## config.mk

```make
export PLATFORM = sky130hd
export DESIGN_NAME = falu_dstep
export DESIGN_NICKNAME = d
export VERILOG_FILES = /design/src/hw/rtl/falu_pkg.sv /design/src/hw/rtl/falu_dstep.sv
export SDC_FILE = /design/constraint.sdc
export NUM_CORES = 1
export LEC_CHECK = 0
export ABC_AREA = 1
export BUFFER_PORTS_ARGS = -buffer_cell sky130_fd_sc_hd__buf_2
export CAP_MARGIN = 30
export CORE_UTILIZATION = 54
export CTS_BUF_LIST = sky130_fd_sc_hd__clkbuf_8
export CTS_CLUSTER_SIZE = 14
export DETAILED_ROUTE_END_ITERATION = 8
export GPL_ROUTABILITY_DRIVEN = 0
export PLACE_DENSITY = 0.87
export SYNTH_ARGS = -nofsm -noshare
export SYNTH_HDL_FRONTEND = slang
export SYNTH_SLANG_ARGS = --single-unit
```

## constraint.sdc

```tcl
create_clock -name clk -period 5.55 [get_ports clk]
set_clock_uncertainty 0.1 [all_clocks]
set_input_delay 1.11 -clock clk [delete_from_list [all_inputs] [get_ports clk]]
set_output_delay 1.11 -clock clk [all_outputs]
set_load 0.05 [all_outputs]
```

## src/hw/rtl/falu_pkg.sv

```systemverilog
// ----------------------------------------------------------------------------
// falu_pkg
// Shared types and constants of the signed fixed-point arithmetic unit.
// ----------------------------------------------------------------------------
package falu_pkg;

  localparam int unsigned DATA_W = 32;
  localparam int unsigned OP_W   = 2;
  // remainder of a magnitude divide stays below the divisor, at most 2^31 - 1
  localparam int unsigned REM_W  = DATA_W - 1;

  typedef enum logic [OP_W-1:0] {
    OP_ADD = 2'd0,
    OP_SUB = 2'd1,
    OP_MUL = 2'd2,
    OP_DIV = 2'd3
  } op_t;

  typedef logic signed [DATA_W-1:0] word_t;

  // per-item status that rides along the divider array
  typedef struct packed {
    word_t result;
    logic  overflow;
    logic  div_by_zero;
    logic  less;
    logic  equal;
    logic  greater;
    logic  is_div;
    logic  neg;
  } tag_t;

  typedef struct packed {
    word_t result;
    logic  overflow;
    logic  div_by_zero;
    logic  less;
    logic  equal;
    logic  greater;
  } rsp_t;

endpackage

```

## src/hw/rtl/falu_dstep.sv

```systemverilog
// ----------------------------------------------------------------------------
// falu_dstep
// One stage of the restoring divider: develops one quotient bit.
// ----------------------------------------------------------------------------
module falu_dstep #(
  parameter int unsigned DIV_W = 40
) (
  input  logic                         clk,
  input  logic                         rst_n,
  input  logic                         adv,
  input  logic                         v_i,
  input  falu_pkg::tag_t               tag_i,
  input  logic [falu_pkg::REM_W-1:0]   rem_i,
  input  logic [DIV_W-1:0]             dq_i,
  input  logic [falu_pkg::DATA_W-1:0]  dvs_i,
  output logic                         v_o,
  output falu_pkg::tag_t               tag_o,
  output logic [falu_pkg::REM_W-1:0]   rem_o,
  output logic [DIV_W-1:0]             dq_o,
  output logic [falu_pkg::DATA_W-1:0]  dvs_o
);
  import falu_pkg::*;

  logic              v_r;
  tag_t              tag_r;
  logic [REM_W-1:0]  rem_r;
  logic [DIV_W-1:0]  dq_r;
  logic [DATA_W-1:0] dvs_r;

  logic [DATA_W-1:0] trial;
  logic [DATA_W-1:0] diff;
  logic              ge;
  logic [REM_W-1:0]  rem_nxt;
  logic [DIV_W-1:0]  dq_nxt;

  // dividend bits shift out at the top, quotient bits shift in at the bottom
  always_comb begin
    trial   = {rem_i, dq_i[DIV_W-1]};
    ge      = trial >= dvs_i;
    diff    = trial - dvs_i;
    rem_nxt = ge ? diff[REM_W-1:0] : trial[REM_W-1:0];
    dq_nxt  = {dq_i[DIV_W-2:0], ge};
  end

  always_ff @(posedge clk) begin
    if (!rst_n) begin
      v_r <= 1'b0;
    end else if (adv) begin
      v_r <= v_i;
    end
  end

  always_ff @(posedge clk) begin
    if (adv) begin
      tag_r <= tag_i;
      rem_r <= rem_nxt;
      dq_r  <= dq_nxt;
      dvs_r <= dvs_i;
    end
  end

  assign v_o   = v_r;
  assign tag_o = tag_r;
  assign rem_o = rem_r;
  assign dq_o  = dq_r;
  assign dvs_o = dvs_r;

endmodule

```

==> metrics.csv <==
metric;value;unit
p_leak;4.88;nW
core;12800;sq um
cts_setup_buffers;0;
num_antenna_cells;0;
path_max_fanout;35;
syn_inst;780;
final-setup-viol-count;0;
vias;6237;
synth_area;7240;sq um
drc;0;
cts_tree;built;
placed_cells;1235;
synth_top_area_share;58.9;%
drt-vias-per-instance;4.92;
cp-end-kind;register;
synth_nets;959;
met3_length;1.28;mm
setup.worst_path.class;input port to register;
synth.most_common_cell;nand2_1;
route.met2.wl;9.87;mm
cp.arrival;3.36;ns
final_nets;1262;
met1_length;7.12;mm
hold_buffers;0;
cts.sinks;143;
dr.max_layer_used;met4;
max_freq;307;MHz
boundaryPins;289;
grt_usage;27.4;%
power_density;324;nW/um^2
drtIter0Drc;678;
finalHoldViolCount;0;
cts_buffer_depth;2;
port_buffers;288;
first_pass_iters;6;
worstMarginPinSlew;0.529;ns
grt_max_degree;116;
initial_core_util;56.4;%
syn_avg_cell_area;9.28;sq um
place_ws;1.83;ns
synth-edff-count;142;
die_y;118;um
relSlewSlack;64.7;%
fin_tns_setup;0;ns
synth_seq_cells;143;
rows;41;
synth_top_cell_by_area;edfxtp_1;
cts-resized-gates;0;
yosys-top-cells-count;nand2_1, inv_1, edfxtp_1;
worst_slack;2.30;ns
ant_nets;0;
cts_made_buffers;17;
insertion_delay;0.44;ns
area_delta_synth_final;28.3;%
grt_setup_unrepaired;false;
overflow;0;
maxCapViolCount;0;
yosysUniqueCellTypes;28;
antenna_found_initial;0;
grt_pass1_wl;29.3;mm
dp_hpwl;14.5;mm
root_buffer;clkbuf_8;
fin_crit;3.25;ns
ir_worst_vdd;0.201;mV
startpoint_type;input port;
synth.area.top_cells;edfxtp_1, nand2_1, inv_1;
fillCellCount;995;
seq_area_frac_synth;59.2;%
dieArea;13900;sq um
cts-htree-levels;4;
grt_pass1_vias;5938;
clk_pin_slew_worst_paths;0.09;ns
drive_gt1_share;30.4;%
min_path_type;register to register;
finalCritPeriodShare;58.6;%
synth_warnings;0;
drt-total-wl;18.6;mm
synth_ff_type;edfxtp_1;
slew_viol_final;0;
die_w;118;um
synthArstFlopShare;0;%
status;finished, final reports clean;
final_cell_count_no_fill;1268;
required;5.66;ns
routedWlPerCell;14.7;um
==> layer usage <==
layer	vias to the layer above	track usage [%]
li1	3074	-
met1	2854	31.0
met2	279	50.4
met3	30	6.59
met4	0	8.57
met5	-	0
==> layout by cell type (no fill, tap or decap), types with 2 or more instances in the layout <==
master and instances:
nand3_1 43, nand3b_1 3, buf_2 287, nor3_1 2, nand2_2 2, nor2_4 2
clkinvlp_4 2, nor2_1 40, inv_2 4, clkbuf_8 17, edfxtp_1 142, xor2_1 14
a21oi_1 18, ha_1 32, o21bai_1 3, o21ai_0 4, nand4_1 6, nand2_1 293
nor2_2 2, inv_1 154, clkinv_1 2, and2_1 2, bufinv_16 2, inv_6 3
clkinv_4 4
==> area by class of cell <==
type / instances / area (sq um) / share of cell area [%]
Clock inverter: 15 / 160 / 1.72
Tap cell: 172 / 215 / 2.32
Multi-Input combinational cell: 473 / 2320 / 25.0
Sequential cell: 143 / 4280 / 46.1
Clock buffer: 17 / 234 / 2.52
Inverter: 158 / 593 / 6.39
Timing Repair Buffer: 290 / 1480 / 16.0
==> stage by stage <==
| step | hold WS, ns | utilization (%) | total power [mW] | area [sq um] |
|---|---|---|---|---|
| final | 0.479 | 72.4 | 3.01 | 9290 |
| after global routing | 0.515 | 72.4 | 3.12 | 9290 |
| after floorplan | 0.653 | - | 1.96 | 7240 |
| after detailed placement | 0.453 | 69.1 | 2.20 | 8870 |
| after global placement | 0.432 | 69.1 | 2.18 | 8870 |
| after CTS | 0.478 | 72.2 | 3.01 | 9260 |
==> worst max-delay path, cell delays in order <==
cell and delay (ns):
buf_2 0.07, inv_1 0.04, ha_1 0.22, fa_1 0.38, inv_1 0.11, nand2_1 0.08, nand2_1 0.08, nand3_1 0.06
nand2_1 0.13, nand2_1 0.08, nand3_1 0.09, nand2_2 0.06, nand2_4 0.30, inv_2 0.33, nand2_1 0.15, nand2_1 0.07
==> logic make-up (layout without fill, tap and decap cells) <==
group | Yosys count | after routing | share of synthesized area (%)
AOI/OAI and AO/OA | 26 | 26 | 1.94
xor gates and xnor gates | 14 | 14 | 1.69
adders and majority gates | 33 | 33 | 5.81
buffers and inverters | 164 | 480 | 8.78
DFF | 143 | 143 | 59.2
and+or+nand+nor | 400 | 400 | 22.6
==> power breakdown <==
part / total, mW / internal, mW / switching [mW]
logic: 0.854 / 0.208 / 0.646
registers: 1.33 / 1.31 / 0.0227
clock network: 0.824 / 0.404 / 0.420
total: 3.01 / 1.92 / 1.09
==> path summary, 6_finish.rpt <==
kind / endpoint / cells past startpoint / startpoint / slack, ns
setup / recovery: rem_o[7]$_DFFE_PP_ / 16 / dq_i[39] / 2.30
hold / removal: v_o$_SDFFE_PN0P_ / 2 / v_o$_SDFFE_PN0P_ / 0.48
setup reg to reg: v_o$_SDFFE_PN0P_ / 2 / v_o$_SDFFE_PN0P_ / 4.77
hold reg to reg: v_o$_SDFFE_PN0P_ / 2 / v_o$_SDFFE_PN0P_ / 0.48
==> state kept, by name, indices dropped and copies added (netlist names) <==
signal and count:
dq_o 40, dvs_o 32, rem_o 31, tag_o 39, v_o 1
Power figures use the tool's default switching activity.
