$ cat config.mk
export PLATFORM = sky130hd
export DESIGN_NAME = falu_front_flat
export DESIGN_NICKNAME = d
export VERILOG_FILES = /design/src/hw/rtl/falu_pkg.sv /design/src/hw/rtl/falu_chan_if.sv /design/src/hw/rtl/falu_front.sv /design/src/flat_wrapper.sv
export SDC_FILE = /design/constraint.sdc
export NUM_CORES = 2
export LEC_CHECK = 0
export BUFFER_PORTS_ARGS = -buffer_cell sky130_fd_sc_hd__buf_4
export CORE_AREA = 2 2 294 296
export DETAILED_ROUTE_END_ITERATION = 8
export DIE_AREA = 0 0 296 298
export PLACE_DENSITY = 0.8
export SYNTH_ARGS = -nofsm -noshare
export SYNTH_HDL_FRONTEND = slang
export SYNTH_SLANG_ARGS = --single-unit
$ cat constraint.sdc
create_clock -name clk -period 9.7 [get_ports clk]
set_input_delay 1.455 -clock clk [delete_from_list [all_inputs] [get_ports clk]]
set_output_delay 1.455 -clock clk [all_outputs]
set_load 0.005 [all_outputs]
$ cat src/hw/rtl/falu_pkg.sv
// ----------------------------------------------------------------------------
// falu_pkg
// Shared types and constants of the signed fixed-point arithmetic unit.
// ----------------------------------------------------------------------------
package falu_pkg;

  localparam int unsigned DATA_W = 32;
  localparam int unsigned OP_W   = 2;
  // remainder of a magnitude divide stays below the divisor, at most 2^31 - 1
  localparam int unsigned REM_W  = DATA_W - 1;

  typedef enum logic [OP_W-1:0] {
    OP_ADD = 2'd0,
    OP_SUB = 2'd1,
    OP_MUL = 2'd2,
    OP_DIV = 2'd3
  } op_t;

  typedef logic signed [DATA_W-1:0] word_t;

  // per-item status that rides along the divider array
  typedef struct packed {
    word_t result;
    logic  overflow;
    logic  div_by_zero;
    logic  less;
    logic  equal;
    logic  greater;
    logic  is_div;
    logic  neg;
  } tag_t;

  typedef struct packed {
    word_t result;
    logic  overflow;
    logic  div_by_zero;
    logic  less;
    logic  equal;
    logic  greater;
  } rsp_t;

endpackage

$ cat src/hw/rtl/falu_chan_if.sv
// ----------------------------------------------------------------------------
// falu channel interfaces
// Request and response channels with valid / ready handshake.
// ----------------------------------------------------------------------------
interface falu_req_if;
  import falu_pkg::*;

  logic            valid;
  logic            ready;
  logic [OP_W-1:0] action;
  word_t           operand_a;
  word_t           operand_b;
  logic            b_is_integer;

  modport source (output valid, action, operand_a, operand_b, b_is_integer, input ready);
  modport sink   (input valid, action, operand_a, operand_b, b_is_integer, output ready);
endinterface


$ cat src/hw/rtl/falu_front.sv
// ----------------------------------------------------------------------------
// falu_front
// Input register, operand scaling, add / subtract / multiply and compare,
// and the setup of the magnitude divide.
// ----------------------------------------------------------------------------
module falu_front #(
  parameter  int unsigned FRAC_BITS = 8,
  localparam int unsigned DIV_W     = falu_pkg::DATA_W + FRAC_BITS
) (
  input  logic                         clk,
  input  logic                         rst_n,
  input  logic                         adv,
  falu_req_if.sink                     in_req,
  output logic                         v_o,
  output falu_pkg::tag_t               tag_o,
  output logic [DIV_W-1:0]             dq_o,
  output logic [falu_pkg::DATA_W-1:0]  dvs_o
);
  import falu_pkg::*;

  localparam int unsigned BS_W   = DATA_W + FRAC_BITS;
  localparam int unsigned SUM_W  = BS_W + 1;
  localparam int unsigned PROD_W = 2 * DATA_W;

  // stage 1: input register
  logic  s1_v_r;
  op_t   s1_op_r;
  word_t s1_a_r;
  word_t s1_b_r;
  logic  s1_int_r;

  // stage 2: scaled operands, sum, product, divide setup
  logic                     s2_v_r;
  op_t                      s2_op_r;
  logic [SUM_W-1:0]         s2_sum_r;
  logic signed [PROD_W-1:0] s2_prod_r;
  logic                     s2_int_r;
  logic                     s2_less_r;
  logic                     s2_equal_r;
  logic                     s2_greater_r;
  logic                     s2_dz_r;
  logic                     s2_neg_r;
  logic [DIV_W-1:0]         s2_dvd_r;
  logic [DATA_W-1:0]        s2_dvs_r;

  // stage 3: early result
  logic              s3_v_r;
  tag_t              s3_tag_r;
  logic [DIV_W-1:0]  s3_dvd_r;
  logic [DATA_W-1:0] s3_dvs_r;

  logic signed [BS_W-1:0]   a_ext;
  logic signed [BS_W-1:0]   bs;
  logic [SUM_W-1:0]         sum_nxt;
  logic signed [PROD_W-1:0] prod_nxt;
  logic [DATA_W-1:0]        a_mag;
  logic [DATA_W-1:0]        b_mag;
  logic [DIV_W-1:0]         dvd_nxt;
  logic signed [PROD_W-1:0] mres;
  logic                     sum_ovf;
  logic                     mul_ovf;
  tag_t                     tag_nxt;

  // no request is taken while reset is held
  assign in_req.ready = adv && rst_n;

  always_ff @(posedge clk) begin
    if (!rst_n) begin
      s1_v_r <= 1'b0;
      s2_v_r <= 1'b0;
      s3_v_r <= 1'b0;
    end else if (adv) begin
      s1_v_r <= in_req.valid;
      s2_v_r <= s1_v_r;
      s3_v_r <= s2_v_r;
    end
  end

  // stage 2 logic
  always_comb begin
    a_ext = {{FRAC_BITS{s1_a_r[DATA_W-1]}}, s1_a_r};
    bs    = s1_int_r ? {s1_b_r, {FRAC_BITS{1'b0}}}
                     : {{FRAC_BITS{s1_b_r[DATA_W-1]}}, s1_b_r};
    if (s1_op_r == OP_SUB) begin
      sum_nxt = {a_ext[BS_W-1], a_ext} - {bs[BS_W-1], bs};
    end else begin
      sum_nxt = {a_ext[BS_W-1], a_ext} + {bs[BS_W-1], bs};
    end
    prod_nxt = s1_a_r * s1_b_r;
    a_mag    = s1_a_r[DATA_W-1] ? DATA_W'(-s1_a_r) : DATA_W'(s1_a_r);
    b_mag    = s1_b_r[DATA_W-1] ? DATA_W'(-s1_b_r) : DATA_W'(s1_b_r);
    // integer divisor already carries the scale, so the dividend stays unshifted
    dvd_nxt  = s1_int_r ? {{FRAC_BITS{1'b0}}, a_mag} : {a_mag, {FRAC_BITS{1'b0}}};
  end

  // stage 3 logic
  always_comb begin
    mres    = s2_int_r ? s2_prod_r : (s2_prod_r >>> FRAC_BITS);
    sum_ovf = s2_sum_r[SUM_W-1:DATA_W-1] != {(SUM_W-DATA_W+1){s2_sum_r[DATA_W-1]}};
    mul_ovf = mres[PROD_W-1:DATA_W-1] != {(PROD_W-DATA_W+1){mres[DATA_W-1]}};
    tag_nxt = '0;
    tag_nxt.less        = s2_less_r;
    tag_nxt.equal       = s2_equal_r;
    tag_nxt.greater     = s2_greater_r;
    tag_nxt.neg         = s2_neg_r;
    case (s2_op_r)
      OP_ADD, OP_SUB: begin
        tag_nxt.result   = s2_sum_r[DATA_W-1:0];
        tag_nxt.overflow = sum_ovf;
      end
      OP_MUL: begin
        tag_nxt.result   = mres[DATA_W-1:0];
        tag_nxt.overflow = mul_ovf;
      end
      default: begin
        tag_nxt.is_div      = 1'b1;
        tag_nxt.div_by_zero = s2_dz_r;
      end
    endcase
  end

  always_ff @(posedge clk) begin
    if (adv) begin
      s1_op_r      <= op_t'(in_req.action);
      s1_a_r       <= in_req.operand_a;
      s1_b_r       <= in_req.operand_b;
      s1_int_r     <= in_req.b_is_integer;
      s2_op_r      <= s1_op_r;
      s2_sum_r     <= sum_nxt;
      s2_prod_r    <= prod_nxt;
      s2_int_r     <= s1_int_r;
      s2_less_r    <= a_ext < bs;
      s2_equal_r   <= a_ext == bs;
      s2_greater_r <= a_ext > bs;
      s2_dz_r      <= s1_b_r == '0;
      s2_neg_r     <= s1_a_r[DATA_W-1] ^ s1_b_r[DATA_W-1];
      s2_dvd_r     <= dvd_nxt;
      s2_dvs_r     <= b_mag;
      s3_tag_r     <= tag_nxt;
      s3_dvd_r     <= s2_dvd_r;
      s3_dvs_r     <= s2_dvs_r;
    end
  end

  assign v_o   = s3_v_r;
  assign tag_o = s3_tag_r;
  assign dq_o  = s3_dvd_r;
  assign dvs_o = s3_dvs_r;

endmodule

$ cat src/flat_wrapper.sv
// flat-port wrapper written by rule: the top's interface ports become plain ports
module falu_front_flat import falu_pkg::*;
#(
  parameter  int unsigned FRAC_BITS = 8,
  localparam int unsigned DIV_W     = falu_pkg::DATA_W + FRAC_BITS
)
  (clk, rst_n, adv, v_o, tag_o, dq_o, dvs_o, in_req_valid, in_req_action, in_req_operand_a, in_req_operand_b, in_req_b_is_integer, in_req_ready);
  falu_req_if in_req_i ();
  input  logic clk;
  input  logic rst_n;
  input  logic adv;
  output logic v_o;
  output falu_pkg::tag_t tag_o;
  output logic [DIV_W-1:0] dq_o;
  output logic [falu_pkg::DATA_W-1:0] dvs_o;
  input wire logic [$bits(in_req_i.valid)-1:0] in_req_valid;
  input wire logic [$bits(in_req_i.action)-1:0] in_req_action;
  input wire logic [$bits(in_req_i.operand_a)-1:0] in_req_operand_a;
  input wire logic [$bits(in_req_i.operand_b)-1:0] in_req_operand_b;
  input wire logic [$bits(in_req_i.b_is_integer)-1:0] in_req_b_is_integer;
  output wire logic [$bits(in_req_i.ready)-1:0] in_req_ready;
  assign in_req_i.valid = in_req_valid;
  assign in_req_i.action = in_req_action;
  assign in_req_i.operand_a = in_req_operand_a;
  assign in_req_i.operand_b = in_req_operand_b;
  assign in_req_i.b_is_integer = in_req_b_is_integer;
  assign in_req_ready = in_req_i.ready;
  falu_front #(.FRAC_BITS(FRAC_BITS)) u_core (.clk(clk), .rst_n(rst_n), .adv(adv), .in_req(in_req_i), .v_o(v_o), .tag_o(tag_o), .dq_o(dq_o), .dvs_o(dvs_o));
endmodule
==> results.cfg <==
[min_path]
min_from = u_core.s2_dvd_r[36]
hold_class = reg2reg
hold_end = u_core.dq_o[36]
hold_depth = 0

[clock_tree]
clock_sink_count = 366
ctsHtreeMaxLevel = 2
cts_buffers = 42
cts_post_setup_buffers_inserted = 0
clockRootBuffer = clkbuf_16
clock_path_buffers = 3
cts_tree = yes
cts-resized-gates = 0
hold_buffers = 0
insertion_delay_ns = 0.62
clkSlewWorstSetupHoldPaths_ns = 0.07

[floorplanning]
pin_count = 184
start_util_pct = 64.7
rows = 107
die_w_um = 296
fp.dieH_um = 298
dieArea_mm2 = 0.0882
fp.coreArea_mm2 = 0.0849

[grt]
grt_first_pass_wirelength_um = 246000
grt_max_degree = 191
antenna_found_initial = 0
grt_overflow_total = 0
first_global_vias = 42700
track_usage_pct = 37.3

[drt]
wl_per_cell_um = 23.7
vias = 39800
drc = 0
drt_iter0_drc = 3359
wl_um = 158000
postRouteAntennaNets = 0
first_pass_iters = 6
viasPerCell = 5.95

[setup_path]
slowest_stage = edfxtp_1
crit_top_cell = fa_1
r2r_cells = 23
cp.arrival_ns = 9.49
crit_required_ns = 10.04
crit_path_end_kind = flip-flop
r2r_end = u_core.s2_prod_r[51]
r2r_slack_ns = 0.55
cp_max_fo = 22
path_cells = buf_4 -> buf_4 -> buf_4 -> nand2_1 -> fa_1 -> fa_1 -> inv_1 -> fa_1 -> fa_1 -> fa_1 -> fa_1 -> fa_1 -> fa_1 -> ha_1 -> a21oi_1 -> o21ai_0 -> nor2_1 -> nand2_1 -> a21oi_1 -> nor3_1 -> o21ai_0 -> nand2_1 -> o311ai_0
cpPeakStageDelay_ns = 1.19
cp-start-kind = flip-flop
rr_startpoint = u_core.s1_b_r[17]
criticalPathCategory = reg2reg

[final_layout]
fillers = 6440
drive_above_1_share_pct = 7.84
design_area_mm2 = 0.0590
fin_nets = 6931
multi_input_area_mm2 = 0.0384
seq_area_mm2 = 0.0110
area_delta_synth_final_pct = 7.48

[synth]
ys_ff_latch = 366
synth-edff-count = 363
synth_area_leaders = fa_1 (40%), edfxtp_1 (20%), inv_1 (7.7%), ha_1 (6.1%), and2_1 (5.7%)
yosys.area.top_type = fa_1
syn_area_mm2 = 0.0549
async_reset_ff_share_pct = 0
synth_warnings = 0
syn_avg_cell_area_um2 = 10.0
syn-num-nets = 6887
yosysTopAreaCellShare_pct = 39.5
synth_top_flop_cell = edfxtp_1
ys_seq_area_share_pct = 20.0
ys_types = 84
synthCells = 5465

[timing]
tightest_slew_ns = 1.31
rsz0062_at_grt = false
post-route-min-period_ns = 9.15
hold_viol_final = 0
skew_ns = 0.0471
fin_setup_tns_ns = 0
finalSetupViolCount = 0
slew_headroom_pct = 12.9
whs_ns = 0.415
timing.fmax_ghz = 0.109
drv_slew = 0
fin_crit_sh_pct = 94.4

[placed_design]
globalplace.congestion = 1.01
hpwl_um = 126000
dpl-instance-area_mm2 = 0.0576
io_buffers = 183

[outcome]
outcome = completed

[job]
max-cap-violations = 0
cell usage in the layout (no fill, tap or decap), types with 42 or more instances in the layout:
master	count
mux2i_1	82
clkbuf_16	42
fa_1	1084
nand2_1	597
o21ai_0	100
a21o_1	42
xor2_1	51
and2_1	503
a21oi_1	161
buf_4	330
nor2_1	141
xnor2_1	114
edfxtp_1	363
ha_1	267
inv_1	1128
routing by layer:
metal  global-route usage [%]  share of wire (%)
met3                     5.76                8.5
met5                        0                  0
met2                     59.0                 47
met1                     47.8                 36
met4                     24.9                8.4
cells in the mapped netlist (11+ instances only):
master and count:
nor2b_1 22, nand2b_1 25, o211ai_1 16, o22ai_1 36, a31oi_1 15, clkbuf_1 295
fa_1 1084, nand4_1 27, o21a_1 12, o21ai_0 100, and2_1 503, a211oi_1 23
o31ai_1 36, o41ai_1 11, a21o_1 42, nor2_1 141, xor2_1 51, mux2i_1 82
ha_1 267, nor4_1 28, o21bai_1 27, inv_1 1128, buf_1 30, xnor2_1 114
nand3_1 23, edfxtp_1 363, nor3_1 35, a21oi_1 161, nand2_1 597
worst max-delay path: cells and delay by family (launching register included):
| family | cells | cell delay (ns) |
|---|---|---|
| and+or+nand+nor | 5 | 0.69 |
| DFF | 1 | 1.19 |
| buffers and inverters | 4 | 0.76 |
| AOI/OAI and AO/OA | 5 | 1.76 |
| adders and majority gates | 9 | 4.47 |
area by class of cell:
cell class,count,area share [%]
Antenna cell,1,0.00424
Clock buffer,45,1.80
Clock inverter,29,0.600
Inverter,1129,7.18
Multi-Input combinational cell,3637,65.1
Sequential cell,366,18.6
Tap cell,1144,2.43
Timing Repair Buffer,333,4.29
stage by stage:
| step | instances | utilization (%) | worst slack [ns] |
|---|---|---|---|
| final | 6684 | 69.5 | 0.545 |
| after global routing | 6683 | 69.5 | 0.221 |
| after CTS | 6679 | 69.5 | 0.416 |
| after detailed placement | 6605 | 67.8 | 0.456 |
| after global placement | 6605 | 67.8 | 0.551 |
| after floorplan | 5465 | - | 1.06 |
registers in the layout, indices dropped and copies added, names as in the netlist, 2 cells and up:
name              flops
u_core.dq_o          40
u_core.dvs_o         32
u_core.s1_a_r        32
u_core.s1_b_r        32
u_core.s1_op_r        2
u_core.s2_dvd_r      40
u_core.s2_dvs_r      32
u_core.s2_op_r        2
u_core.s2_prod_r     64
u_core.s2_sum_r      41
u_core.tag_o         39
kinds of logic (layout without fill, tap and decap cells):
group | Yosys count | in the layout | synth area share, %
flip-flops | 366 | 366 | 20.0
AND/OR/NAND/NOR | 1470 | 1470 | 13.5
AO/OA/AOI/OAI | 567 | 567 | 6.73
adder cells (fa/ha/maj) | 1351 | 1351 | 45.6
buffers and inverters | 1462 | 1536 | 10.1
XOR/XNOR | 165 | 165 | 2.63
other | 0 | 1 | 0
multiplexers | 84 | 84 | 1.54
worst max-delay path by stage:
| stage | endpoint | cells after the start | from |
|---|---|---|---|
| 2_1_floorplan | u_core.s2_prod_r[60] | 30 | u_core.s1_a_r[31] |
| 3_3_place_gp | u_core.s2_prod_r[51] | 24 | u_core.s1_a_r[31] |
| 3_5_place_dp | u_core.s2_prod_r[51] | 24 | u_core.s1_a_r[31] |
| 4_1_cts | u_core.s2_prod_r[51] | 24 | u_core.s1_a_r[31] |
| 5_1_grt | u_core.s2_prod_r[51] | 23 | u_core.s1_b_r[17] |
| 6_report | u_core.s2_prod_r[51] | 23 | u_core.s1_b_r[17] |
Power is left out: the tool's default activity adds up to more than one toggle a clock period on the data nets, which glitch-free logic cannot reach.
