--- config.mk ---
export PLATFORM = sky130hd
export DESIGN_NAME = falu_back_flat
export DESIGN_NICKNAME = d
export VERILOG_FILES = /design/src/hw/rtl/falu_pkg.sv /design/src/hw/rtl/falu_chan_if.sv /design/src/hw/rtl/falu_back.sv /design/src/flat_wrapper.sv
export SDC_FILE = /design/constraint.sdc
export NUM_CORES = 1
export LEC_CHECK = 0
export BUFFER_PORTS_ARGS = -buffer_cell sky130_fd_sc_hd__buf_2
export CAP_MARGIN = 0
export CORE_MARGIN = 1.5
export CORE_UTILIZATION = 52
export DETAILED_ROUTE_END_ITERATION = 12
export PLACE_DENSITY = 0.95
export SETUP_SLACK_MARGIN = 0.3
export SLEW_MARGIN = 15
export SYNTH_ARGS = -nofsm -noshare
export SYNTH_HDL_FRONTEND = slang
export SYNTH_SLANG_ARGS = --single-unit
--- constraint.sdc ---
create_clock -name clk -period 3.7 [get_ports clk]
set_input_delay 0.185 -clock clk [delete_from_list [all_inputs] [get_ports clk]]
set_output_delay 0.185 -clock clk [all_outputs]
set_load 0.02 [all_outputs]
--- src/hw/rtl/falu_pkg.sv ---
// ----------------------------------------------------------------------------
// falu_pkg
// Shared types and constants of the signed fixed-point arithmetic unit.
// ----------------------------------------------------------------------------
package falu_pkg;

  localparam int unsigned DATA_W = 32;
  localparam int unsigned OP_W   = 2;
  // remainder of a magnitude divide stays below the divisor, at most 2^31 - 1
  localparam int unsigned REM_W  = DATA_W - 1;

  typedef enum logic [OP_W-1:0] {
    OP_ADD = 2'd0,
    OP_SUB = 2'd1,
    OP_MUL = 2'd2,
    OP_DIV = 2'd3
  } op_t;

  typedef logic signed [DATA_W-1:0] word_t;

  // per-item status that rides along the divider array
  typedef struct packed {
    word_t result;
    logic  overflow;
    logic  div_by_zero;
    logic  less;
    logic  equal;
    logic  greater;
    logic  is_div;
    logic  neg;
  } tag_t;

  typedef struct packed {
    word_t result;
    logic  overflow;
    logic  div_by_zero;
    logic  less;
    logic  equal;
    logic  greater;
  } rsp_t;

endpackage

--- src/hw/rtl/falu_chan_if.sv ---


interface falu_rsp_if;
  import falu_pkg::*;

  logic  valid;
  logic  ready;
  word_t result;
  logic  overflow;
  logic  div_by_zero;
  logic  less;
  logic  equal;
  logic  greater;

  modport source (output valid, result, overflow, div_by_zero, less, equal, greater,
                  input ready);
  modport sink   (input valid, result, overflow, div_by_zero, less, equal, greater,
                  output ready);
endinterface

--- src/hw/rtl/falu_back.sv ---
// ----------------------------------------------------------------------------
// falu_back
// Quotient sign and range fix-up, result select and two-entry output queue
// that drives the response channel and the pipeline advance.
// ----------------------------------------------------------------------------
module falu_back #(
  parameter int unsigned DIV_W = 40
) (
  input  logic                         clk,
  input  logic                         rst_n,
  input  logic                         v_i,
  input  falu_pkg::tag_t               tag_i,
  input  logic [DIV_W-1:0]             dq_i,
  input  logic [falu_pkg::REM_W-1:0]   rem_i,
  input  logic [falu_pkg::DATA_W-1:0]  dvs_i,
  output logic                         adv,
  falu_rsp_if.source                   out_rsp
);
  import falu_pkg::*;

  localparam logic [1:0] Q_EMPTY = 2'd0;
  localparam logic [1:0] Q_ONE   = 2'd1;
  localparam logic [1:0] Q_FULL  = 2'd2;

  logic [1:0] cnt_r;
  logic [1:0] cnt_nxt;
  rsp_t       q0_r;
  rsp_t       q1_r;

  logic [DIV_W:0] q_ext;
  logic [DIV_W:0] qs;
  logic           div_ovf;
  rsp_t           rsp_nxt;
  logic           push;
  logic           pop;

  always_comb begin
    q_ext   = {1'b0, dq_i};
    qs      = tag_i.neg ? (~q_ext + 1'b1) : q_ext;
    div_ovf = qs[DIV_W:DATA_W-1] != {(DIV_W-DATA_W+2){qs[DATA_W-1]}};
    rsp_nxt.less        = tag_i.less;
    rsp_nxt.equal       = tag_i.equal;
    rsp_nxt.greater     = tag_i.greater;
    rsp_nxt.div_by_zero = tag_i.div_by_zero;
    if (!tag_i.is_div) begin
      rsp_nxt.result   = tag_i.result;
      rsp_nxt.overflow = tag_i.overflow;
    end else if (tag_i.div_by_zero) begin
      rsp_nxt.result   = '0;
      rsp_nxt.overflow = 1'b0;
    end else begin
      rsp_nxt.result   = qs[DATA_W-1:0];
      rsp_nxt.overflow = div_ovf;
    end
  end

  // pipeline moves whenever the queue has a free slot
  assign adv  = cnt_r != Q_FULL;
  assign push = adv && v_i;
  assign pop  = out_rsp.valid && out_rsp.ready;

  always_comb begin
    cnt_nxt = cnt_r;
    if (push && !pop) begin
      cnt_nxt = cnt_r + 2'd1;
    end else if (pop && !push) begin
      cnt_nxt = cnt_r - 2'd1;
    end
  end

  always_ff @(posedge clk) begin
    if (!rst_n) begin
      cnt_r <= Q_EMPTY;
    end else begin
      cnt_r <= cnt_nxt;
    end
  end

  always_ff @(posedge clk) begin
    if (pop) begin
      q0_r <= (cnt_r == Q_FULL) ? q1_r : rsp_nxt;
    end else if (push && cnt_r == Q_EMPTY) begin
      q0_r <= rsp_nxt;
    end
    if (push && !pop && cnt_r == Q_ONE) begin
      q1_r <= rsp_nxt;
    end
  end

  assign out_rsp.valid       = cnt_r != Q_EMPTY;
  assign out_rsp.result      = q0_r.result;
  assign out_rsp.overflow    = q0_r.overflow;
  assign out_rsp.div_by_zero = q0_r.div_by_zero;
  assign out_rsp.less        = q0_r.less;
  assign out_rsp.equal       = q0_r.equal;
  assign out_rsp.greater     = q0_r.greater;

  a_cnt_range: assert property (@(posedge clk) disable iff (!rst_n)
    cnt_r == Q_EMPTY || cnt_r == Q_ONE || cnt_r == Q_FULL)
    else $error("output queue count out of range");

  a_dz_zero: assert property (@(posedge clk) disable iff (!rst_n)
    out_rsp.valid && out_rsp.div_by_zero |-> out_rsp.result == '0 && !out_rsp.overflow)
    else $error("divide by zero result not forced to zero");

  a_cmp_onehot: assert property (@(posedge clk) disable iff (!rst_n)
    out_rsp.valid |-> $onehot({out_rsp.less, out_rsp.equal, out_rsp.greater}))
    else $error("compare flags not one-hot");

  a_rem_bound: assert property (@(posedge clk) disable iff (!rst_n)
    v_i && dvs_i != '0 |-> {1'b0, rem_i} < dvs_i)
    else $error("final remainder not below divisor");

endmodule

--- src/flat_wrapper.sv ---
// flat-port wrapper written by rule: the top's interface ports become plain ports
module falu_back_flat import falu_pkg::*;
#(
  parameter int unsigned DIV_W = 40
)
  (clk, rst_n, v_i, tag_i, dq_i, rem_i, dvs_i, adv, out_rsp_valid, out_rsp_result, out_rsp_overflow, out_rsp_div_by_zero, out_rsp_less, out_rsp_equal, out_rsp_greater, out_rsp_ready);
  falu_rsp_if out_rsp_i ();
  input  logic clk;
  input  logic rst_n;
  input  logic v_i;
  input  falu_pkg::tag_t tag_i;
  input  logic [DIV_W-1:0] dq_i;
  input  logic [falu_pkg::REM_W-1:0] rem_i;
  input  logic [falu_pkg::DATA_W-1:0] dvs_i;
  output logic adv;
  output wire logic [$bits(out_rsp_i.valid)-1:0] out_rsp_valid;
  output wire logic [$bits(out_rsp_i.result)-1:0] out_rsp_result;
  output wire logic [$bits(out_rsp_i.overflow)-1:0] out_rsp_overflow;
  output wire logic [$bits(out_rsp_i.div_by_zero)-1:0] out_rsp_div_by_zero;
  output wire logic [$bits(out_rsp_i.less)-1:0] out_rsp_less;
  output wire logic [$bits(out_rsp_i.equal)-1:0] out_rsp_equal;
  output wire logic [$bits(out_rsp_i.greater)-1:0] out_rsp_greater;
  input wire logic [$bits(out_rsp_i.ready)-1:0] out_rsp_ready;
  assign out_rsp_valid = out_rsp_i.valid;
  assign out_rsp_result = out_rsp_i.result;
  assign out_rsp_overflow = out_rsp_i.overflow;
  assign out_rsp_div_by_zero = out_rsp_i.div_by_zero;
  assign out_rsp_less = out_rsp_i.less;
  assign out_rsp_equal = out_rsp_i.equal;
  assign out_rsp_greater = out_rsp_i.greater;
  assign out_rsp_i.ready = out_rsp_ready;
  falu_back #(.DIV_W(DIV_W)) u_core (.clk(clk), .rst_n(rst_n), .v_i(v_i), .tag_i(tag_i), .dq_i(dq_i), .rem_i(rem_i), .dvs_i(dvs_i), .adv(adv), .out_rsp(out_rsp_i));
endmodule
==> results of run 1 <==
==> state kept, by name, indices dropped and copies added (netlist names) <==
signal,cells
u_core.cnt_r,2
u_core.out_rsp.div_by_zero,1
u_core.out_rsp.equal,1
u_core.out_rsp.greater,1
u_core.out_rsp.less,1
u_core.out_rsp.overflow,1
u_core.out_rsp.result,32
u_core.q1_r,37
==> layout make-up <==
| type | instances | area (sq um) | share of cell area [%] |
|---|---|---|---|
| multi-input combinational | 230 | 1864 | 36.34 |
| clock inverter | 7 | 82.58 | 1.610 |
| timing repair buffer | 123 | 620.6 | 12.10 |
| sequential | 76 | 2262 | 44.10 |
| tap | 102 | 127.6 | 2.488 |
| inverter | 13 | 48.80 | 0.9512 |
| clock buffer | 9 | 123.9 | 2.415 |
==> metal layers <==
layer	track usage (%)	up-vias
li1	-	1545
met1	31.32	1606
met2	41.79	143
met3	3.333	15
met4	8.838	0
met5	0	-
==> power breakdown <==
| group | total (uW) | leakage (uW) | internal, uW | switching (uW) |
|---|---|---|---|---|
| Sequential | 1290 | 0.000721 | 1240 | 54.3 |
| Combinational | 855 | 0.00119 | 288 | 566 |
| Clock | 660 | 0.0000984 | 322 | 338 |
| Total | 2810 | 0.00201 | 1850 | 959 |
==> worst paths after layout <==
path | endpoint | depth (start not counted)
worst max-delay path | u_core.out_rsp.result[28]$_DFFE_PP_ | 8
worst min register to register | u_core.out_rsp.result[13]$_DFFE_PP_ | 1
worst min-delay path | u_core.q1_r[0]$_DFFE_PP_ | 1
worst max register to register | u_core.q1_r[13]$_DFFE_PP_ | 5
==> through the flow <==
| step | worst slack (ns) | cell area, sq um | cells | hold slack (ns) |
|---|---|---|---|---|
| floorplan | 1.225 | 4239 | 337 | 0.2839 |
| global placement | 0.6223 | 4923 | 544 | 0.3783 |
| detailed placement | 0.5244 | 4923 | 544 | 0.3777 |
| CTS | 0.8980 | 5130 | 560 | 0.01186 |
| global route | 0.6887 | 5130 | 560 | 0.01245 |
| finish | 0.8522 | 5130 | 560 | 0.01969 |
==> logic make-up (layout without fill, tap and decap cells) <==
kind of cell / Yosys count / count (layout)
and+or+nand+nor: 73 / 73
DFF: 76 / 76
xor gates and xnor gates: 37 / 37
buffers and inverters: 31 / 152
muxes: 38 / 38
AOI/OAI and AO/OA: 77 / 77
adders and majority gates: 5 / 5
==> cells in the final DEF, fill, tap and decap left out, types with 5 or more instances in the layout <==
master	instances
sky130_fd_sc_hd__o41ai_1	7
sky130_fd_sc_hd__o21ai_0	12
sky130_fd_sc_hd__a22o_1	19
sky130_fd_sc_hd__nor4_1	7
sky130_fd_sc_hd__o2bb2ai_1	11
sky130_fd_sc_hd__mux2_2	35
sky130_fd_sc_hd__nand3_1	5
sky130_fd_sc_hd__o31ai_1	12
sky130_fd_sc_hd__nand2_1	17
sky130_fd_sc_hd__clkbuf_8	9
sky130_fd_sc_hd__xor2_1	15
sky130_fd_sc_hd__xnor2_1	22
sky130_fd_sc_hd__buf_2	121
sky130_fd_sc_hd__inv_1	12
sky130_fd_sc_hd__ha_1	5
sky130_fd_sc_hd__edfxtp_1	74
sky130_fd_sc_hd__nor2_1	10
==> cells in the mapped netlist, drive strengths merged, types with 7 or more instances <==
| cell | number |
|---|---|
| a22o | 19 |
| clkbuf | 16 |
| edfxtp | 74 |
| inv | 12 |
| mux2 | 36 |
| nand2 | 19 |
| nor2 | 10 |
| nor4 | 8 |
| o21ai | 12 |
| o2bb2ai | 11 |
| o31ai | 14 |
| o41ai | 7 |
| xnor2 | 22 |
| xor2 | 15 |
==> reports/qor.csv, run 1 <==
stage,metric,value,unit
drt,Routed met3 length,501,um
drt,detailed router's first-iteration violation count,240,
logic_synthesis,most used flip-flop cell after synthesis,sky130_fd_sc_hd__edfxtp_1,
logic_synthesis,largest family of logic cells by synthesized area,compound AO/OA/AOI/OAI gates,
critical_path,kind of cell with the highest combined delay on the critical path,simple AND/OR/NAND/NOR gates,
clocking,clock sinks,76,
clocking,Worst-path clk slew,0.09,ns
critical_path,CP peak stage delay,0.60,ns
critical_path,Crit Path Max Fanout,11,
logic_synthesis,cell count after synthesis,337,
logic_synthesis,adder-cell area share of the yosys netlist,1.476,%
global_routing,global-route wire length before repair,16140,um
logic_synthesis,Avg Inst Size Synth,12.58,sq um
drt,routed via count,3309,
finish,Filler Cell Count,605,
place,weighted congestion at the end of routability-driven global placement,0.9188,
die,width of the chip,93.29,um
die,placeable core region,0.007807,sq mm
die,number of top-level pins,185,
logic_synthesis,multiplexer share of the synthesized area,10.12,%
critical_path,origin of the critical flop-to-flop path,u_core.cnt_r[0]$_SDFFE_PN0P_,
drt,Pre-antenna DRT Iters,5,
global_routing,via count of the first global-routing pass,3267,
outcome,run status,"complete, no violations",
timing,Tcrit/Tclk final,76.97,%
logic_synthesis,"top cells by area, synth","sky130_fd_sc_hd__edfxtp_1 52%, sky130_fd_sc_hd__mux2_2 9.3%, sky130_fd_sc_hd__xnor2_1 4.5%, sky130_fd_sc_hd__a22o_1 3.9%, sky130_fd_sc_hd__xor2_1 3.1%",
drt,highest routed metal layer,met4,
drt,detail-routed net length per standard cell,18.30,um
timing,unrepaired setup endpoints after global routing,false,
finish,share of the core filled with cells in the final layout,65.71,%
drt,number of DRC violations after detailed routing,0,
logic_synthesis,complex-gate fraction of the synthesized area,14.52,%
logic_synthesis,async set or reset register ratio after synthesis,0,%
global_routing,GRT overflow,0,
timing,post-route setup TNS,0,ns
place,placed wire-length estimate,7064,um
timing,total count of max-transition violations in the final report,0,
drt,routed wire length on met2,5141,um
critical_path,arrival time worst endpoint,2.95,ns
die,initial cell density of the core,54.29,%
global_routing,largest net degree at the start of global routing,40,
logic_synthesis,count of different cell masters after synthesis,51,
finish,growth of design area from synthesis to finish,21.02,%
logic_synthesis,most area-hungry cell type in the Yosys netlist,sky130_fd_sc_hd__edfxtp_1,
finish,antenna diode instance count,0,
drt,number of vias per cell after detailed routing,5.909,
timing,Clock Skew,0.007078,ns
logic_synthesis,simple-gate share of the synthesized area,10.06,%
logic_synthesis,sequential-to-total area share from yosys stat,53.36,%
critical_path,slowest CP cell,sky130_fd_sc_hd__nand4b_1,
drt,final wirelength,10250,um
critical_path,kind of end point of the critical path,flop,
min_path,Hold Crit Class,input port to flop,
critical_path,cell chain of the critical path,buf_2 -> nor4_1 -> nand4b_1 -> or2_2 -> o31ai_2 -> xnor2_1 -> a22o_1 -> mux2_2,
clocking,number of cells upsized or downsized after cts,0,
finish,Final nets,604,
timing,worst slew pin tran,1.019,ns
logic_synthesis,"EDFF count, synth",74,
die,number of cell rows,32,
critical_path,launch point of the critical path,dq_i[6],
clocking,TritonCTS buffer count,9,
job,maxcap violations,0,
critical_path,Bufs and invs on worst path,1,
critical_path,required time at the worst-slack endpoint,3.81,ns
pwr,ratio of total power to cell area,547.5,mW/mm^2
clocking,total of hold buffers inserted after clock tree synthesis,0,
clocking,clock insertion delay at the later pin of the skew report,0.35,ns
drt,routed length on met1,4453,um
clocking,htree depth,3,
logic_synthesis,post-synth top area share,52.42,%
min_path,Hold Crit Start,tag_i[2],
timing,relative max-transition margin,31.68,%
critical_path,Worst Setup Path Type,input port to flop,
clocking,setup fix buffers added after clock tree synthesis,0,
critical_path,crit path launch type,input port,
pwr,static power due to leakage,0.002011,uW
place,number of I/O port buffers,121,
pwr,PnR Total Power,2809,uW
clocking,largest buffer count on any clock path,2,
logic_synthesis,Mapped Nets,488,
logic_synthesis,area of the mapped netlist,0.004239,sq mm
timing,time the worst path needs with I/O delays and setup,2.848,ns
clocking,Root Buffer,sky130_fd_sc_hd__clkbuf_8,
global_routing,GRT Resource Usage Total,24.35,%
pwr,VDD IR max,0.0002124,V
global_routing,initial antenna violation count,0,
die,die height,93.29,um
clocking,CTS tree,yes,
logic_synthesis,flip-flop and latch count after synthesis,76,
critical_path,flop-to-flop setup slack,1.44,ns
logic_synthesis,xor-xnor portion of the synthesized cell area,7.645,%
timing,Final Setup Violations,0,
die,die area,0.008703,sq mm
finish,proportion of layout cells with a drive suffix above 1,41.70,%
drt,number of routed nets with antenna violations,0,
timing,Fmax,0.3511,GHz
logic_synthesis,Syn. warnings,0,
timing,number of hold-slack violations in the final timing report,0,
Note: power is estimated with default switching activity, not from simulation.
==> run 2: changes to the inputs <==
--- a/config.mk
+++ b/config.mk
@@ -8,9 +8,9 @@
 export BUFFER_PORTS_ARGS = -buffer_cell sky130_fd_sc_hd__buf_2
 export CAP_MARGIN = 0
 export CORE_MARGIN = 1.5
-export CORE_UTILIZATION = 52
+export CORE_UTILIZATION = 43
 export DETAILED_ROUTE_END_ITERATION = 12
-export PLACE_DENSITY = 0.95
+export PLACE_DENSITY = 0.87
 export SETUP_SLACK_MARGIN = 0.3
 export SLEW_MARGIN = 15
 export SYNTH_ARGS = -nofsm -noshare
==> constraint.sdc (replaced) <==
create_clock -name clk -period 2.6 [get_ports clk]
set_input_delay 0.13 -clock clk [delete_from_list [all_inputs] [get_ports clk]]
set_output_delay 0.13 -clock clk [all_outputs]
set_load 0.02 [all_outputs]
==> run 2 against run 1 <==
Compared with the run above: clock-buffer cell count stayed put; critical path depth unchanged; core utilization shrank 9.2 points; cell count grew 10%; die area grew 20%; register-to-register slack got worse by 0.83 ns; sequential share of layout area is 2.8 points lower; worst hold slack improved by 0.012 ns; critical path type unchanged; largest power group unchanged; highest routed layer unchanged.
==> reports/qor.csv, run 2 (synthesis gave the netlist of run 1 again) <==
stage,metric,value,unit
critical_path,Crit Path Max Fanout,4,
clocking,largest buffer count on any clock path,2,
die,placeable core region,0.009684,sq mm
timing,time the worst path needs with I/O delays and setup,2.291,ns
die,die height,102.3,um
place,number of I/O port buffers,121,
drt,Pre-antenna DRT Iters,4,
finish,"top library cells by usage in the layout, fill and taps aside","121 x sky130_fd_sc_hd__buf_2, 74 x sky130_fd_sc_hd__edfxtp_1, 35 x sky130_fd_sc_hd__mux2_2",
die,width of the chip,102.3,um
global_routing,initial antenna violation count,0,
timing,unrepaired setup endpoints after global routing,true,
finish,antenna diode instance count,0,
die,initial cell density of the core,43.77,%
clocking,clock sinks,76,
finish,growth of design area from synthesis to finish,29.13,%
min_path,Cells on Worst Hold Path,1,
critical_path,number of cell instances on the worst register-to-register path,6,
critical_path,CP peak stage delay,0.56,ns
drt,number of vias per cell after detailed routing,5.384,
place,dpl ws,-0.1636,ns
place,number of instances in the placed design,595,
place,placed wire-length estimate,7731,um
clocking,Worst-path clk slew,0.09,ns
min_path,Hold Crit Start,tag_i[5],
global_routing,GRT overflow,0,
timing,worst slew pin tran,0.7065,ns
global_routing,global-route wire length before repair,16950,um
clocking,CTS tree,yes,
critical_path,flop-to-flop setup slack,0.61,ns
die,number of cell rows,36,
job,maxcap violations,0,
clocking,Root Buffer,sky130_fd_sc_hd__clkbuf_8,
drt,routed via count,3322,
global_routing,via count of the first global-routing pass,3422,
finish,Final nets,630,
drt,routed wire length on met2,5516,um
timing,Final Setup Violations,0,
critical_path,cell chain of the critical path,buf_2 -> or4_4 -> or3_4 -> or4_4 -> o31ai_4 -> xor2_1 -> o2bb2ai_1 -> mux2_4,
finish,final cell count without fillers,617,
drt,number of routed nets with antenna violations,0,
pwr,VDD IR max,0.0006488,V
finish,number of flip-flops under the largest register name,37,
drt,routed length on met1,4584,um
drt,detail-routed net length per standard cell,17.54,um
timing,post-route setup TNS,0,ns
critical_path,arrival time worst endpoint,2.42,ns
pwr,PnR Total Power,4185,uW
drt,highest routed metal layer,met4,
timing,Fmax,0.4365,GHz
critical_path,crit-path most repeated cell,sky130_fd_sc_hd__or4_4,
critical_path,slowest CP cell,sky130_fd_sc_hd__or4_4,
critical_path,required time at the worst-slack endpoint,2.72,ns
drt,number of DRC violations after detailed routing,0,
place,weighted congestion at the end of routability-driven global placement,0.9482,
timing,number of hold-slack violations in the final timing report,0,
timing,Tcrit/Tclk final,88.12,%
finish,proportion of layout cells with a drive suffix above 1,45.66,%
die,number of top-level pins,185,
pwr,ratio of total power to cell area,764.5,mW/mm^2
finish,register with the most flip-flops,u_core.q1_r,
clocking,clock insertion delay at the later pin of the skew report,0.36,ns
die,die area,0.01046,sq mm
critical_path,worst r2r dst,u_core.out_rsp.result[28]$_DFFE_PP_,
drt,detailed router's first-iteration violation count,136,
timing,relative max-transition margin,52.85,%
finish,"commonest non-fill, non-tap cell in the layout",sky130_fd_sc_hd__buf_2,
drt,final wirelength,10830,um
drt,Routed met3 length,533,um
pwr,static power due to leakage,0.002166,uW
min_path,Hold EP,u_core.q1_r[3]$_DFFE_PP_,
critical_path,kind of end point of the critical path,flop,
outcome,run status,"complete, no violations",
timing,"crit path setup slack, layout",0.3089,ns
timing,total count of max-transition violations in the final report,0,
global_routing,GRT Resource Usage Total,21.38,%
clocking,htree depth,3,
timing,Clock Skew,0.01111,ns
global_routing,largest net degree at the start of global routing,38,
critical_path,origin of the critical flop-to-flop path,u_core.cnt_r[0]$_SDFFE_PN0P_,
timing,hold slack,0.03171,ns
clocking,TritonCTS buffer count,9,
critical_path,Worst Setup Path Type,input port to flop,
min_path,Hold Crit Class,input port to flop,
critical_path,crit path launch type,input port,
run 2: cell count changes in the layout (fill, tap and decap cells not counted), moves of 2 or more:
cell | before | now
sky130_fd_sc_hd__buf_12 | 0 | 2
sky130_fd_sc_hd__buf_4 | 2 | 22
sky130_fd_sc_hd__dlygate4sd3_1 | 0 | 4
sky130_fd_sc_hd__nor4_1 | 7 | 3
sky130_fd_sc_hd__nor4_2 | 1 | 5
sky130_fd_sc_hd__o41ai_1 | 7 | 5
sky130_fd_sc_hd__o41ai_2 | 0 | 2
run 2: final cells by class:
type | instances | area, sq um
Timing Repair Buffer | 149 | 850.8
Inverter | 13 | 48.80
Multi-Input combinational cell | 230 | 1917
Tap cell | 133 | 166.4
Fill cell | 819 | 4210
Sequential cell | 76 | 2262
Clock inverter | 7 | 105.1
Clock buffer | 9 | 123.9
run 2: metal layers:
metal,up-vias,GRT usage (%)
met5,-,0
met4,0,8.219
met3,14,4.651
met1,1611,25.84
li1,1596,-
met2,101,37.24
run 2: per-stage QoR:
stage | util, % | area (sq um)
CTS | 56.10 | 5433
global route | 56.52 | 5474
detailed placement | 53.11 | 5144
global placement | 53.11 | 5144
floorplan | - | 4247
finish | 56.52 | 5474
run 2: how the worst max path moves through the flow:
stage	from	to	slack, ns
CTS	dq_i[0]	u_core.out_rsp.result[26]$_DFFE_PP_	0.30
floorplan	dq_i[16]	u_core.out_rsp.result[23]$_DFFE_PP_	0.18
detailed placement	dq_i[6]	u_core.out_rsp.overflow$_DFFE_PP_	-0.16
global placement	dq_i[6]	u_core.out_rsp.overflow$_DFFE_PP_	-0.07
finish	dq_i[13]	u_core.out_rsp.result[23]$_DFFE_PP_	0.31
global route	dq_i[13]	u_core.out_rsp.overflow$_DFFE_PP_	0.21
run 2: timing repair:
item | 4_1_cts | 5_1_grt
hold buffers | 4 | 0
endpoints found under the setup margin | 4 | 47
endpoints found under the hold margin | 5 | 0
resized for setup | 4 | 6
buffers inserted | 0 | 2
pin swaps | 0 | 5
run 2: critical path: cells and delay by family:
| kind | cells | cell delay [ns] |
|---|---|---|
| compound gates | 2 | 0.28 |
| xor+xnor | 1 | 0.16 |
| buf+inv | 1 | 0.12 |
| mux | 1 | 0.26 |
| simple gates | 3 | 1.46 |
run 2: report_power, final:
part,internal (uW),switching (uW)
Sequential,1750,70.7
Clock,557,501
Combinational,478,826
